## src/rtl/icc_pkg.sv

```systemverilog
`default_nettype none
// ----------------------------------------------------------------------------
// icc_pkg: shared types and constants for the IR climate command codec
// Payload structs, climate state, mode codes, fixed command words and the
// temperature code map.
// ----------------------------------------------------------------------------
package icc_pkg;

    typedef struct packed {
        logic        req_type;
        logic [23:0] rx_code;
        logic [2:0]  set_mode;
        logic [1:0]  set_fan;
        logic [6:0]  set_temp_half;
        logic        swing_present;
        logic        set_swing;
    } icc_in_t;

    typedef struct packed {
        logic        accepted;
        logic [2:0]  out_mode;
        logic [1:0]  out_fan;
        logic [1:0]  out_preset;
        logic        out_swing;
        logic [6:0]  out_temp_half;
        logic [23:0] tx_code;
        logic        tx_valid;
    } icc_out_t;

    typedef struct packed {
        logic [2:0] mode;
        logic [1:0] fan;
        logic [1:0] preset;
        logic       swing;
        logic [6:0] temp_half;
    } icc_state_t;

    typedef struct packed {
        logic [5:0] min_temp;
        logic [5:0] max_temp;
    } icc_cfg_t;

    localparam logic [2:0] MODE_OFF  = 3'd0;
    localparam logic [2:0] MODE_COOL = 3'd1;
    localparam logic [2:0] MODE_HEAT = 3'd2;
    localparam logic [2:0] MODE_AUTO = 3'd3;
    localparam logic [2:0] MODE_DRY  = 3'd4;
    localparam logic [2:0] MODE_FAN  = 3'd5;

    localparam logic [1:0] FAN_AUTO = 2'd0;
    localparam logic [1:0] FAN_LOW  = 2'd1;
    localparam logic [1:0] FAN_MED  = 2'd2;
    localparam logic [1:0] FAN_HIGH = 2'd3;

    localparam logic [1:0] PRESET_NONE  = 2'd0;
    localparam logic [1:0] PRESET_SLEEP = 2'd1;
    localparam logic [1:0] PRESET_BOOST = 2'd2;

    localparam logic [23:0] WORD_BASE  = 24'hB20F00;
    localparam logic [23:0] WORD_OFF   = 24'hB27BE0;
    localparam logic [23:0] WORD_SWING = 24'hB26BE0;
    localparam logic [23:0] WORD_SLEEP = 24'hB2E003;
    localparam logic [23:0] WORD_TURBO = 24'hB5F5A2;

    localparam logic [7:0] HDR_MAIN = 8'hB2;
    localparam logic [7:0] HDR_ALT  = 8'hB5;

    localparam logic [0:0] CFG_MIN_TEMP = 1'b0;
    localparam logic [0:0] CFG_MAX_TEMP = 1'b1;

    localparam logic [6:0]  TEMP_HALF_RESET = 7'd50;
    localparam logic [5:0]  MIN_TEMP_RESET  = 6'd17;
    localparam logic [5:0]  MAX_TEMP_RESET  = 6'd30;
    localparam logic [3:0]  TEMP_IDX_MAX    = 4'd13;

    function automatic logic [7:0] temp_code(input logic [3:0] idx);
        logic [7:0] code;
        case (idx)
            4'd0:    code = 8'h00;
            4'd1:    code = 8'h10;
            4'd2:    code = 8'h30;
            4'd3:    code = 8'h20;
            4'd4:    code = 8'h60;
            4'd5:    code = 8'h70;
            4'd6:    code = 8'h50;
            4'd7:    code = 8'h40;
            4'd8:    code = 8'hC0;
            4'd9:    code = 8'hD0;
            4'd10:   code = 8'h90;
            4'd11:   code = 8'h80;
            4'd12:   code = 8'hA0;
            4'd13:   code = 8'hB0;
            default: code = 8'h00;
        endcase
        return code;
    endfunction

endpackage
`default_nettype wire

```

## src/rtl/icc_step.sv

```systemverilog
`default_nettype none
// ----------------------------------------------------------------------------
// icc_step: next-state and result logic for one transaction
// Decodes a received word or encodes a user command against the current
// climate state and the temperature limits.
// ----------------------------------------------------------------------------
module icc_step
    import icc_pkg::*;
(
    input  wire icc_in_t    req,
    input  wire icc_state_t cur,
    input  wire icc_cfg_t   cfg,
    output icc_state_t      nxt,
    output icc_out_t        res
);

    logic        acc;
    logic        txv;
    logic [23:0] tx;
    logic [23:0] w;
    logic [7:0]  hdr;
    logic [3:0]  dec_idx;
    logic        dec_hit;
    logic [6:0]  dec_sum;
    logic [7:0]  dec_half;
    logic [6:0]  lo;
    logic [6:0]  hi;
    logic [6:0]  t;
    logic [7:0]  t_inc;
    logic [6:0]  deg;
    logic [6:0]  diff;
    logic [3:0]  enc_idx;

    always_comb begin
        case ({req.rx_code[7:4], 4'h0})
            8'h00:   begin dec_hit = 1'b1; dec_idx = 4'd0;  end
            8'h10:   begin dec_hit = 1'b1; dec_idx = 4'd1;  end
            8'h30:   begin dec_hit = 1'b1; dec_idx = 4'd2;  end
            8'h20:   begin dec_hit = 1'b1; dec_idx = 4'd3;  end
            8'h60:   begin dec_hit = 1'b1; dec_idx = 4'd4;  end
            8'h70:   begin dec_hit = 1'b1; dec_idx = 4'd5;  end
            8'h50:   begin dec_hit = 1'b1; dec_idx = 4'd6;  end
            8'h40:   begin dec_hit = 1'b1; dec_idx = 4'd7;  end
            8'hC0:   begin dec_hit = 1'b1; dec_idx = 4'd8;  end
            8'hD0:   begin dec_hit = 1'b1; dec_idx = 4'd9;  end
            8'h90:   begin dec_hit = 1'b1; dec_idx = 4'd10; end
            8'h80:   begin dec_hit = 1'b1; dec_idx = 4'd11; end
            8'hA0:   begin dec_hit = 1'b1; dec_idx = 4'd12; end
            8'hB0:   begin dec_hit = 1'b1; dec_idx = 4'd13; end
            default: begin dec_hit = 1'b0; dec_idx = 4'd0;  end
        endcase
        dec_sum  = {3'd0, dec_idx} + {1'b0, cfg.min_temp};
        dec_half = {dec_sum, 1'b0};
    end

    // clamp, round half up, map to index
    always_comb begin
        lo = {cfg.min_temp, 1'b0};
        hi = {cfg.max_temp, 1'b0};
        t  = req.set_temp_half;
        if (t < lo) begin
            t = lo;
        end
        if (t > hi) begin
            t = hi;
        end
        t_inc = {1'b0, t} + 8'd1;
        deg   = t_inc[7:1];
        diff  = deg - {1'b0, cfg.min_temp};
        if (deg < {1'b0, cfg.min_temp}) begin
            enc_idx = 4'd0;
        end else if (diff > {3'd0, TEMP_IDX_MAX}) begin
            enc_idx = TEMP_IDX_MAX;
        end else begin
            enc_idx = diff[3:0];
        end
    end

    always_comb begin
        nxt = cur;
        acc = 1'b0;
        txv = 1'b0;
        tx  = '0;
        w   = WORD_BASE;
        hdr = req.rx_code[23:16];
        if (!req.req_type) begin
            if (hdr == HDR_MAIN || hdr == HDR_ALT) begin
                acc = 1'b1;
                if (req.rx_code == WORD_OFF) begin
                    nxt.mode   = MODE_OFF;
                    nxt.preset = PRESET_NONE;
                end else if (req.rx_code == WORD_SWING) begin
                    nxt.swing = ~cur.swing;
                end else if (req.rx_code == WORD_SLEEP) begin
                    if (cur.mode != MODE_DRY && cur.mode != MODE_FAN) begin
                        nxt.preset = PRESET_SLEEP;
                        nxt.fan    = FAN_AUTO;
                    end
                end else if (req.rx_code == WORD_TURBO) begin
                    if (cur.mode == MODE_COOL || cur.mode == MODE_HEAT) begin
                        nxt.preset = (cur.preset == PRESET_BOOST) ? PRESET_NONE
                                                                  : PRESET_BOOST;
                        nxt.fan    = FAN_AUTO;
                    end
                end else begin
                    case (req.rx_code[3:2])
                        2'b11:   nxt.mode = MODE_HEAT;
                        2'b10:   nxt.mode = MODE_AUTO;
                        2'b01:   nxt.mode = (req.rx_code[15:12] == 4'h1) ? MODE_DRY
                                                                         : MODE_FAN;
                        default: nxt.mode = MODE_COOL;
                    endcase
                    if ((req.rx_code[15:12] & 4'hB) == 4'hB
                        || nxt.mode == MODE_AUTO || nxt.mode == MODE_DRY) begin
                        nxt.fan = FAN_AUTO;
                    end else if ((req.rx_code[15:12] & 4'h9) == 4'h9) begin
                        nxt.fan = FAN_LOW;
                    end else if ((req.rx_code[15:12] & 4'h5) == 4'h5) begin
                        nxt.fan = FAN_MED;
                    end else if ((req.rx_code[15:12] & 4'h3) == 4'h3) begin
                        nxt.fan = FAN_HIGH;
                    end
                    if (dec_hit) begin
                        nxt.temp_half = dec_half[7] ? 7'd127 : dec_half[6:0];
                    end
                end
            end
        end else if (req.set_mode <= MODE_FAN) begin
            acc           = 1'b1;
            txv           = 1'b1;
            nxt.mode      = req.set_mode;
            nxt.fan       = req.set_fan;
            nxt.temp_half = req.set_temp_half;
            if (req.set_mode == MODE_OFF) begin
                nxt.swing = 1'b0;
            end
            if (req.swing_present) begin
                nxt.swing = req.set_swing;
                tx        = WORD_SWING;
            end else if (req.set_mode == MODE_OFF) begin
                tx = WORD_OFF;
            end else begin
                if (req.set_mode == MODE_HEAT) begin
                    w[3:0] = 4'hC;
                end else if (req.set_mode == MODE_AUTO) begin
                    w[3:0] = 4'h8;
                end else if (req.set_mode == MODE_DRY || req.set_mode == MODE_FAN) begin
                    w[3:0] = 4'h4;
                end
                if (req.set_mode != MODE_FAN) begin
                    w[7:0] = w[7:0] | temp_code(enc_idx);
                end else begin
                    w[7:0] = w[7:0] | 8'hE0;
                end
                if (req.set_mode == MODE_AUTO || req.set_mode == MODE_DRY) begin
                    nxt.fan = FAN_AUTO;
                    w[15:12] = 4'h1;
                end else if (req.set_fan == FAN_HIGH) begin
                    w[15:12] = 4'h3;
                end else if (req.set_fan == FAN_MED) begin
                    w[15:12] = 4'h5;
                end else if (req.set_fan == FAN_LOW) begin
                    w[15:12] = 4'h9;
                end else begin
                    w[15:12] = 4'hB;
                end
                tx = w;
            end
        end
    end

    always_comb begin
        res.accepted      = acc;
        res.out_mode      = nxt.mode;
        res.out_fan       = nxt.fan;
        res.out_preset    = nxt.preset;
        res.out_swing     = nxt.swing;
        res.out_temp_half = nxt.temp_half;
        res.tx_code       = tx;
        res.tx_valid      = txv;
    end

endmodule
`default_nettype wire

```

## src/rtl/ir_climate_command_codec_core.sv

```systemverilog
`default_nettype none
// ----------------------------------------------------------------------------
// ir_climate_command_codec_core: air-conditioner IR command codec
// Holds the climate state, decodes received 24-bit remote words and encodes
// user commands into the 24-bit word to transmit.
//
// Input channel s_*: one transaction is either a received remote word
// (req_type 0) or a user command (req_type 1). Result channel m_*: exactly
// one result per input transaction, in order, reporting the state after it.
// Configuration port cfg_*: index 0 lowest, index 1 highest temperature in
// degrees; write only while no transaction is in flight.
//
// Path: an accepted input is held in the input register, then the
// decode/encode logic writes the result register, which also updates the
// climate state. Throughput: one transaction per cycle while not stalled.
//
// Reset: state goes to off, fan auto, no preset, swing off, 25 degrees;
// limits go to 17 and 30 degrees; both stages empty.
// Stall: when m_ready is low the result holds, the input register keeps
// one more transaction, and s_ready drops once both are full.
// ----------------------------------------------------------------------------
module ir_climate_command_codec_core
    import icc_pkg::*;
(
    input  wire          aclk,
    input  wire          aresetn,
    input  wire          s_valid,
    output logic         s_ready,
    input  wire icc_in_t s_data,
    output logic         m_valid,
    input  wire          m_ready,
    output icc_out_t     m_data,
    input  wire          cfg_we,
    input  wire  [0:0]   cfg_index,
    input  wire  [5:0]   cfg_wdata
);

    icc_in_t    in_data_reg;
    logic       in_valid_reg;
    icc_out_t   out_data_reg;
    logic       out_valid_reg;
    icc_state_t state_reg;
    icc_cfg_t   cfg_reg;
    icc_state_t state_next;
    icc_out_t   out_next;
    logic       advance;

    assign advance = in_valid_reg && (!out_valid_reg || m_ready);
    assign s_ready = !in_valid_reg || advance;
    assign m_valid = out_valid_reg;
    assign m_data  = out_data_reg;

    icc_step u_step (
        .req (in_data_reg),
        .cur (state_reg),
        .cfg (cfg_reg),
        .nxt (state_next),
        .res (out_next)
    );

    always_ff @(posedge aclk) begin
        if (!aresetn) begin
            in_valid_reg <= 1'b0;
        end else if (s_ready) begin
            in_valid_reg <= s_valid;
        end
    end

    always_ff @(posedge aclk) begin
        if (s_valid && s_ready) begin
            in_data_reg <= s_data;
        end
    end

    always_ff @(posedge aclk) begin
        if (!aresetn) begin
            out_valid_reg <= 1'b0;
        end else if (advance) begin
            out_valid_reg <= 1'b1;
        end else if (m_ready) begin
            out_valid_reg <= 1'b0;
        end
    end

    always_ff @(posedge aclk) begin
        if (advance) begin
            out_data_reg <= out_next;
        end
    end

    always_ff @(posedge aclk) begin
        if (!aresetn) begin
            state_reg.mode      <= MODE_OFF;
            state_reg.fan       <= FAN_AUTO;
            state_reg.preset    <= PRESET_NONE;
            state_reg.swing     <= 1'b0;
            state_reg.temp_half <= TEMP_HALF_RESET;
        end else if (advance) begin
            state_reg <= state_next;
        end
    end

    always_ff @(posedge aclk) begin
        if (!aresetn) begin
            cfg_reg.min_temp <= MIN_TEMP_RESET;
            cfg_reg.max_temp <= MAX_TEMP_RESET;
        end else if (cfg_we) begin
            unique case (cfg_index)
                CFG_MIN_TEMP: cfg_reg.min_temp <= cfg_wdata;
                CFG_MAX_TEMP: cfg_reg.max_temp <= cfg_wdata;
                default:      cfg_reg <= cfg_reg;
            endcase
        end
    end

    a_tx_implies_accept: assert property (@(posedge aclk) disable iff (!aresetn)
        m_valid && m_data.tx_valid |-> m_data.accepted)
        else $error("word sent for a rejected transaction");

    a_no_word_zero: assert property (@(posedge aclk) disable iff (!aresetn)
        m_valid && !m_data.tx_valid |-> m_data.tx_code == 24'd0)
        else $error("tx_code nonzero without tx_valid");

    a_result_matches_state: assert property (@(posedge aclk) disable iff (!aresetn)
        $past(advance) |-> m_data.out_mode == state_reg.mode
                           && m_data.out_temp_half == state_reg.temp_half)
        else $error("result does not report the updated state");

    a_state_legal: assert property (@(posedge aclk) disable iff (!aresetn)
        state_reg.mode <= MODE_FAN && state_reg.preset != 2'd3)
        else $error("illegal climate state");

    a_state_holds: assert property (@(posedge aclk) disable iff (!aresetn)
        !advance |=> $stable(state_reg))
        else $error("state changed without a transaction");

endmodule
`default_nettype wire
```

## config.mk

```make
export PLATFORM = sky130hd
export DESIGN_NAME = ir_climate_command_codec_core
export DESIGN_NICKNAME = d
export VERILOG_FILES = /design/src/rtl/icc_pkg.sv /design/src/rtl/icc_step.sv /design/src/rtl/ir_climate_command_codec_core.sv
export SDC_FILE = /design/constraint.sdc
export NUM_CORES = 1
export LEC_CHECK = 0
export BUFFER_PORTS_ARGS = -buffer_cell sky130_fd_sc_hd__buf_2
export CAP_MARGIN = 20
export CORE_UTILIZATION = 58
export CTS_CLUSTER_SIZE = 8
export DETAILED_ROUTE_END_ITERATION = 8
export PLACE_DENSITY = 0.81
export SETUP_SLACK_MARGIN = 0.02
export SLEW_MARGIN = 30
export SYNTH_ARGS = -nofsm -noshare
export SYNTH_HDL_FRONTEND = slang
export SYNTH_HIERARCHICAL = 1
export SYNTH_SLANG_ARGS = --single-unit
export TNS_END_PERCENT = 10
```

## constraint.sdc

```tcl
create_clock -name aclk -period 8.5 [get_ports aclk]
set_clock_uncertainty 0.1 [all_clocks]
set_input_delay 0.425 -clock aclk [delete_from_list [all_inputs] [get_ports aclk]]
set_output_delay 0.425 -clock aclk [all_outputs]
set_load 0.01 [all_outputs]
```

-- After elaboration in Yosys (flattened, before gate mapping)
Memories as Yosys holds them, arrays and structs flattened.
Index checks and enable logic that the tools add are counted.
- memories: 1
- bits in read-only memories: 64
- input bits: 51
- word-level logic and storage cells: 181
- flip-flop bits (word level): 109
- output and inout bits: 43
- memory list (memory ; words ; width ; read ports ; clocked after Yosys merged registers in ; write ports ; line ; source):
    (no name shown) ; 16 ; 4 ; 1 ; 0 ; 0 ; icc_pkg.sv:78 ; case (idx)
- reduce and logical (&&, ||, !) cells: 24
- eq/ne operators: 42
- magnitude comparators: 5
- $add $sub $neg: 3
- bitwise gates (word level): 6
- mux-type cells: 72
- operators with widths (cell ; number):
    24-bit == test (second input constant) ; 4
    8-bit two-way mux ; 9
    4-bit two-way mux ; 14
    7-bit two-way mux ; 8
    4-bit case mux with 13 select lines ; 1
    3-bit two-way mux ; 10
    2-bit two-way mux ; 14
    4-bit == test (second input constant) ; 6
    24-bit two-way mux ; 1
    2-bit == test (second input constant) ; 8
    4-bit by 3-bit == test with 1-bit output (second input constant) ; 4
    8-bit == test (second input constant) ; 2
    16-bit two-way mux ; 1
    15-bit two-way mux ; 1
    14-bit OR reduction ; 1
    3-bit by 2-bit == test with 1-bit output (second input constant) ; 4
    3-bit == test (second input constant) ; 4
    1-bit two-way mux ; 10
    5-bit two-way mux ; 2
    3-bit inequality test (second input constant) ; 3
    3-bit case mux with 3 select lines ; 1
    7-bit by 1-bit adder with 8-bit output (second input constant) ; 1
    4-bit by 1-bit == test with 1-bit output (second input constant) ; 2
    4-bit by 2-bit == test with 1-bit output (second input constant) ; 2
    22 further kinds ; 39

-- Longest topological paths before layout
- depth after elaboration: 19
- mapped depth: 30
- mapped depth without buffers: 29

-- Modules after synthesis
Netlist, hierarchy kept.
- by module, submodules not included (module ; seq. area each (µm²) ; area each (µm²) ; times used ; cells an instance):
    ir_climate_command_codec_core ; 2982.9 ; 3560.9 ; 1 ; 203
    icc_step ; 0.0 ; 2796.4 ; 1 ; 411

-- Worst setup path after synthesis
Ideal clock, no wire load.
- path type: register to register
- start point: register cfg_reg[10] in the netlist's numbering
- end point: register out_data_reg (netlist bit m_data[6]), data pin
- arrival: 5.660 ns
- setup slack: 2.481 ns
- required time: 8.141 ns
- clock period less this slack: 6.019 ns
- cell stages (with the launch flop): 29
- buffers on the path: 1
- library setup time: 0.259 ns
- cells stage by stage: dfxtp_1 > inv_1 > ha_1 > nand2_1 > o21ai_0 > o21bai_1 > buf_2 > mux2_2 > ha_1 > nand4_1 > a21oi_1 > nor3_4 > nor2_2 > mux2i_1 > ha_1 > inv_1 > ha_1 > inv_1 > fa_1 > nand3_1 > nand2_1 > a21o_1 > a21oi_1 > nor2_1 > a21o_1 > nand3_1 > ha_1 > o21a_1 > o31a_1
- cells in the longest elaborated chain, start to end: 19
- elaborated cells on any way between the ends: 20
- those cells by class: add/sub (2); order compare (4); mux (12); bitwise (1); memory (1)
- RTL lines (item ; line ; source):
    start, declared ; ir_climate_command_codec_core.sv:43 ; icc_cfg_t cfg_reg;
    start signal, assigned ; ir_climate_command_codec_core.sv:111 ; default: cfg_reg <= cfg_reg;
    7-bit < comparator ; icc_step.sv:61 ; if (t < lo) begin
    7-bit two-way mux ; icc_step.sv:61 ;
    7-bit greater-than comparator ; icc_step.sv:64 ; if (t > hi) begin
    7-bit two-way mux ; icc_step.sv:64 ;
    7-bit by 1-bit adder with 8-bit output ; icc_step.sv:67 ; t_inc = {1'b0, t} + 8'd1;
    7-bit by 6-bit subtractor with 7-bit output ; icc_step.sv:69 ; diff = deg - {1'b0, cfg.min_temp};
    7-bit by 4-bit greater-than comparator with 1-bit output ; icc_step.sv:72 ; end else if (diff > {3'd0, TEMP_IDX_MAX}) begin
    4-bit two-way mux ; icc_step.sv:72 ;
    (+3 left out) ; n/a ;
    8-bit two-way mux (*) ; icc_step.sv:140 ; end else if (req.set_mode == MODE_OFF) begin
    8-bit two-way mux (*) ; icc_step.sv:137 ; if (req.swing_present) begin
    8-bit two-way mux (*) ; icc_step.sv:128 ; end else if (req.set_mode <= MODE_FAN) begin
    8-bit two-way mux (*) ; icc_step.sv:86 ; if (!req.req_type) begin
    4-bit by 8-bit bitwise OR with 8-bit output (*) ; icc_step.sv:151 ; w[7:0] = w[7:0] | temp_code(enc_idx);
    8-bit two-way mux (*) ; icc_step.sv:150 ; if (req.set_mode != MODE_FAN) begin
    16-bit two-way mux (*) ; icc_step.sv:140 ;
    24-bit two-way mux (*) ; icc_step.sv:137 ;
    end signal, assigned ; ir_climate_command_codec_core.sv:87 ; out_data_reg <= out_next;
    end, declared ; ir_climate_command_codec_core.sv:40 ; icc_out_t out_data_reg;
Every way passes the cells marked *; elsewhere a longest branch is shown, timed or not. The select of a mux whose other input is x is not followed.
A chain may end at the register's enable or synchronous reset.

-- Final worst setup path
Ends and elaborated chain as after synthesis.

==> results.py <==
metrics = {
    "timing": {
        "fin_hold_ws_ns": 0.109,
        "tightest_slew_ns": 0.965,
        "rsz0062_at_grt": "false",
        "fin_crit_ns": 7.08,
        "finalHoldViolCount": 0,
        "drv_slew": 0,
        "final.setup.tns_ns": 0,
        "setup_viol": 0,
        "slew_headroom": 0.355,
        "fin_crit_sh": 0.833,
        "fmax_mhz": 141,
    },
    "drt": {
        "avgViaCountPerCell": 5.86,
        "wl_mm": 13.9,
        "wire_per_inst_um": 17.1,
        "first_pass_iters": 5,
        "drtAntennaViolNets": 0,
        "drc": 0,
        "vias": 4767,
        "first_iter_violations": 398,
    },
    "synth": {
        "ys_seq_elements": 109,
        "async_flop_share": 0,
        "synth_cells": 614,
        "yosysSeqAreaShare": 0.469,
        "syn-cell-area_um2": 6360,
        "synth_ff_type": "edfxtp_1",
        "syn_area_per_cell_um2": 10.4,
        "synth_cell_types": 74,
        "synth_edf_count": 80,
        "yosys_warnings": 6,
    },
    "finish": {
        "finalNonFillerCells": 813,
        "fillers": 835,
        "largest_reg_flops": 41,
        "antenna_cells": 0,
        "area_delta_synth_final_pct": 8.19,
        "seqCellArea_um2": 2980,
        "multi_input_area_um2": 2930,
        "nets": 754,
        "drive_above_1_share": 0.208,
    },
    "clock_network": {
        "cts-root-buf": "clkbuf_8",
        "htree_levels": 3,
        "insertion_delay_ns": 0.38,
        "cts_resized": 0,
        "cts_sinks": 109,
        "clk_pin_slew_ns": 0.12,
        "postCtsSetupRepairBufs": 0,
        "cts_hold_buffers": 0,
        "cts_tree": "yes",
        "clockBufferDepth": 2,
        "numCtsBuffers": 9,
    },
    "setup_path": {
        "worst_setup_path_start_kind": "flop",
        "cpMostUsedCell": "ha_1",
        "slowest_delay_ns": 0.78,
        "crit_slowest_cell": "o21bai_1",
        "worstPathRequired_ns": 8.53,
        "r2r-start": "cfg_reg[10]",
        "rrSetupSlack_ns": 1.42,
        "worstSetupEndpointType": "flop",
        "ff2ff_path_depth": 26,
        "path_max_fanout": 13,
        "r2r_end": "m_data[6]",
        "arrival_ns": 7.11,
        "crit_type": "reg -> reg",
    },
    "run": {
        "drv_cap": 0,
    },
    "power_and_ir_drop": {
        "p_clk_frac": 0.249,
        "p_per_area_nw_per_um2": 184,
        "combPwrFrac": 0.254,
        "peakVddDrop_mv": 0.112,
        "power_leakage_nw": 2.73,
        "p_int_mw": 0.858,
        "seqPwrFrac": 0.497,
        "finalPower_mw": 1.27,
        "power_switching_mw": 0.409,
        "p_sw_frac": 0.323,
    },
    "grt": {
        "grt_use_total": 0.257,
        "grt_max_degree": 54,
        "overflow": 0,
        "first_global_vias": 4604,
        "antenna_found_initial": 0,
        "grt_pass1_wl_mm": 22.9,
    },
    "floorplanning": {
        "pin_count": 94,
        "die_area_um2": 11400,
        "dieHeight_um": 107,
        "num_rows": 37,
        "core_um2": 10500,
        "start_util": 0.608,
        "die_width_um": 107,
    },
    "place": {
        "dp_hpwl_mm": 10.3,
        "gp_congestion": 0.927,
        "dpl.cell_count": 797,
        "io_buffers": 93,
    },
    "worst_hold_path": {
        "min_from": "s_data[1]",
        "holdCritPathClass": "in -> reg",
        "holdPathStages": 1,
        "min_to": "in_data_reg[1]",
    },
    "status": {
        "status": "completed",
    },
}
==> routing by layer <==
| metal | vias to the layer above | global-route usage | routed length [um] |
|---|---|---|---|
| met4 | 0 | 0.0587 | 175 |
| met2 | 203 | 0.427 | 6660 |
| met1 | 2236 | 0.361 | 6260 |
| met3 | 19 | 0.0322 | 776 |
| li1 | 2309 | - | - |
| met5 | - | 0 | 0 |
==> power groups by stage <==
stage / Combinational (mW) / Clock (mW) / Sequential (mW)
2_1_floorplan: 0.253 / 0 / 0.633
3_5_place_dp: 0.315 / 0 / 0.641
6_report: 0.322 / 0.316 / 0.629
3_3_place_gp: 0.308 / 0 / 0.639
5_1_grt: 0.361 / 0.339 / 0.633
4_1_cts: 0.317 / 0.321 / 0.629
==> area by class of cell <==
type,count,share of cell area
Timing Repair Buffer,93,0.0677
Clock inverter,7,0.0133
Sequential cell,109,0.434
Multi-Input combinational cell,428,0.425
Clock buffer,9,0.0180
Inverter,31,0.0173
Tap cell,136,0.0247
==> cells in the mapped netlist (6+ instances only) <==
library cell,number,area share
mux2_2,11,0.019
ha_1,29,0.057
nand2_1,73,0.043
mux2i_1,31,0.049
a211oi_1,9,0.011
xor2_1,7,0.0096
xnor2_1,8,0.011
a21oi_1,41,0.032
o21ai_0,18,0.014
clkbuf_1,12,0.0071
nand3_1,13,0.010
nor3_1,17,0.013
a21o_1,6,0.0071
inv_1,29,0.017
nand2b_1,11,0.011
nor2_1,37,0.022
o211ai_1,6,0.0071
nor2b_1,12,0.012
buf_4,30,0.035
o21ai_1,6,0.0047
dfxtp_1,29,0.091
edfxtp_1,80,0.38
==> worst max path at each step <==
stage | startpoint | end
after global routing | cfg_reg[10] | m_data[5]
after global placement | cfg_reg[10] | m_data[6]
after floorplan | cfg_reg[10] | m_data[6]
after CTS | cfg_reg[11] | m_data[6]
after detailed placement | cfg_reg[11] | m_data[6]
final | cfg_reg[10] | m_data[6]
==> layout by cell type, fill, tap and decap left out, types with 12 or more instances in the layout <==
master     n
a21oi_1   41
buf_2     93
dfxtp_1   29
edfxtp_1  80
ha_1      29
inv_1     29
mux2i_1   31
nand2_1   73
nand3_1   13
nor2_1    37
nor2b_1   12
nor3_1    17
o21ai_0   18
==> stage by stage <==
step                instance area, um^2  setup WS, ns   util
floorplan                          6380          2.48      -
global placement                   6660          1.75  0.636
detailed placement                 6660          1.44  0.636
CTS                                6870          1.42  0.657
global route                       6880         0.902  0.657
finish                             6880          1.42  0.657
==> logic make-up (layout without fill, tap and decap cells) <==
logic type / Yosys count / in the layout / share of synthesized area
flops: 109 / 109 / 0.469
other cells: 1 / 6 / 0.000590
xor+xnor: 15 / 15 / 0.0207
buf+inv: 82 / 140 / 0.0750
fa+ha+maj: 31 / 31 / 0.0634
mux: 42 / 42 / 0.0683
simple gates: 210 / 210 / 0.175
compound gates: 124 / 124 / 0.128
==> worst max-delay path: cells and delay by family, from the launching register on <==
kind	cells	cell delay, ns
adders and majority gates	6	1.68
and+or+nand+nor	8	1.18
DFF	1	0.52
buffers and inverters	3	0.24
muxes	2	0.72
AOI/OAI and AO/OA	7	2.40
Power figures use the tool's default switching activity.
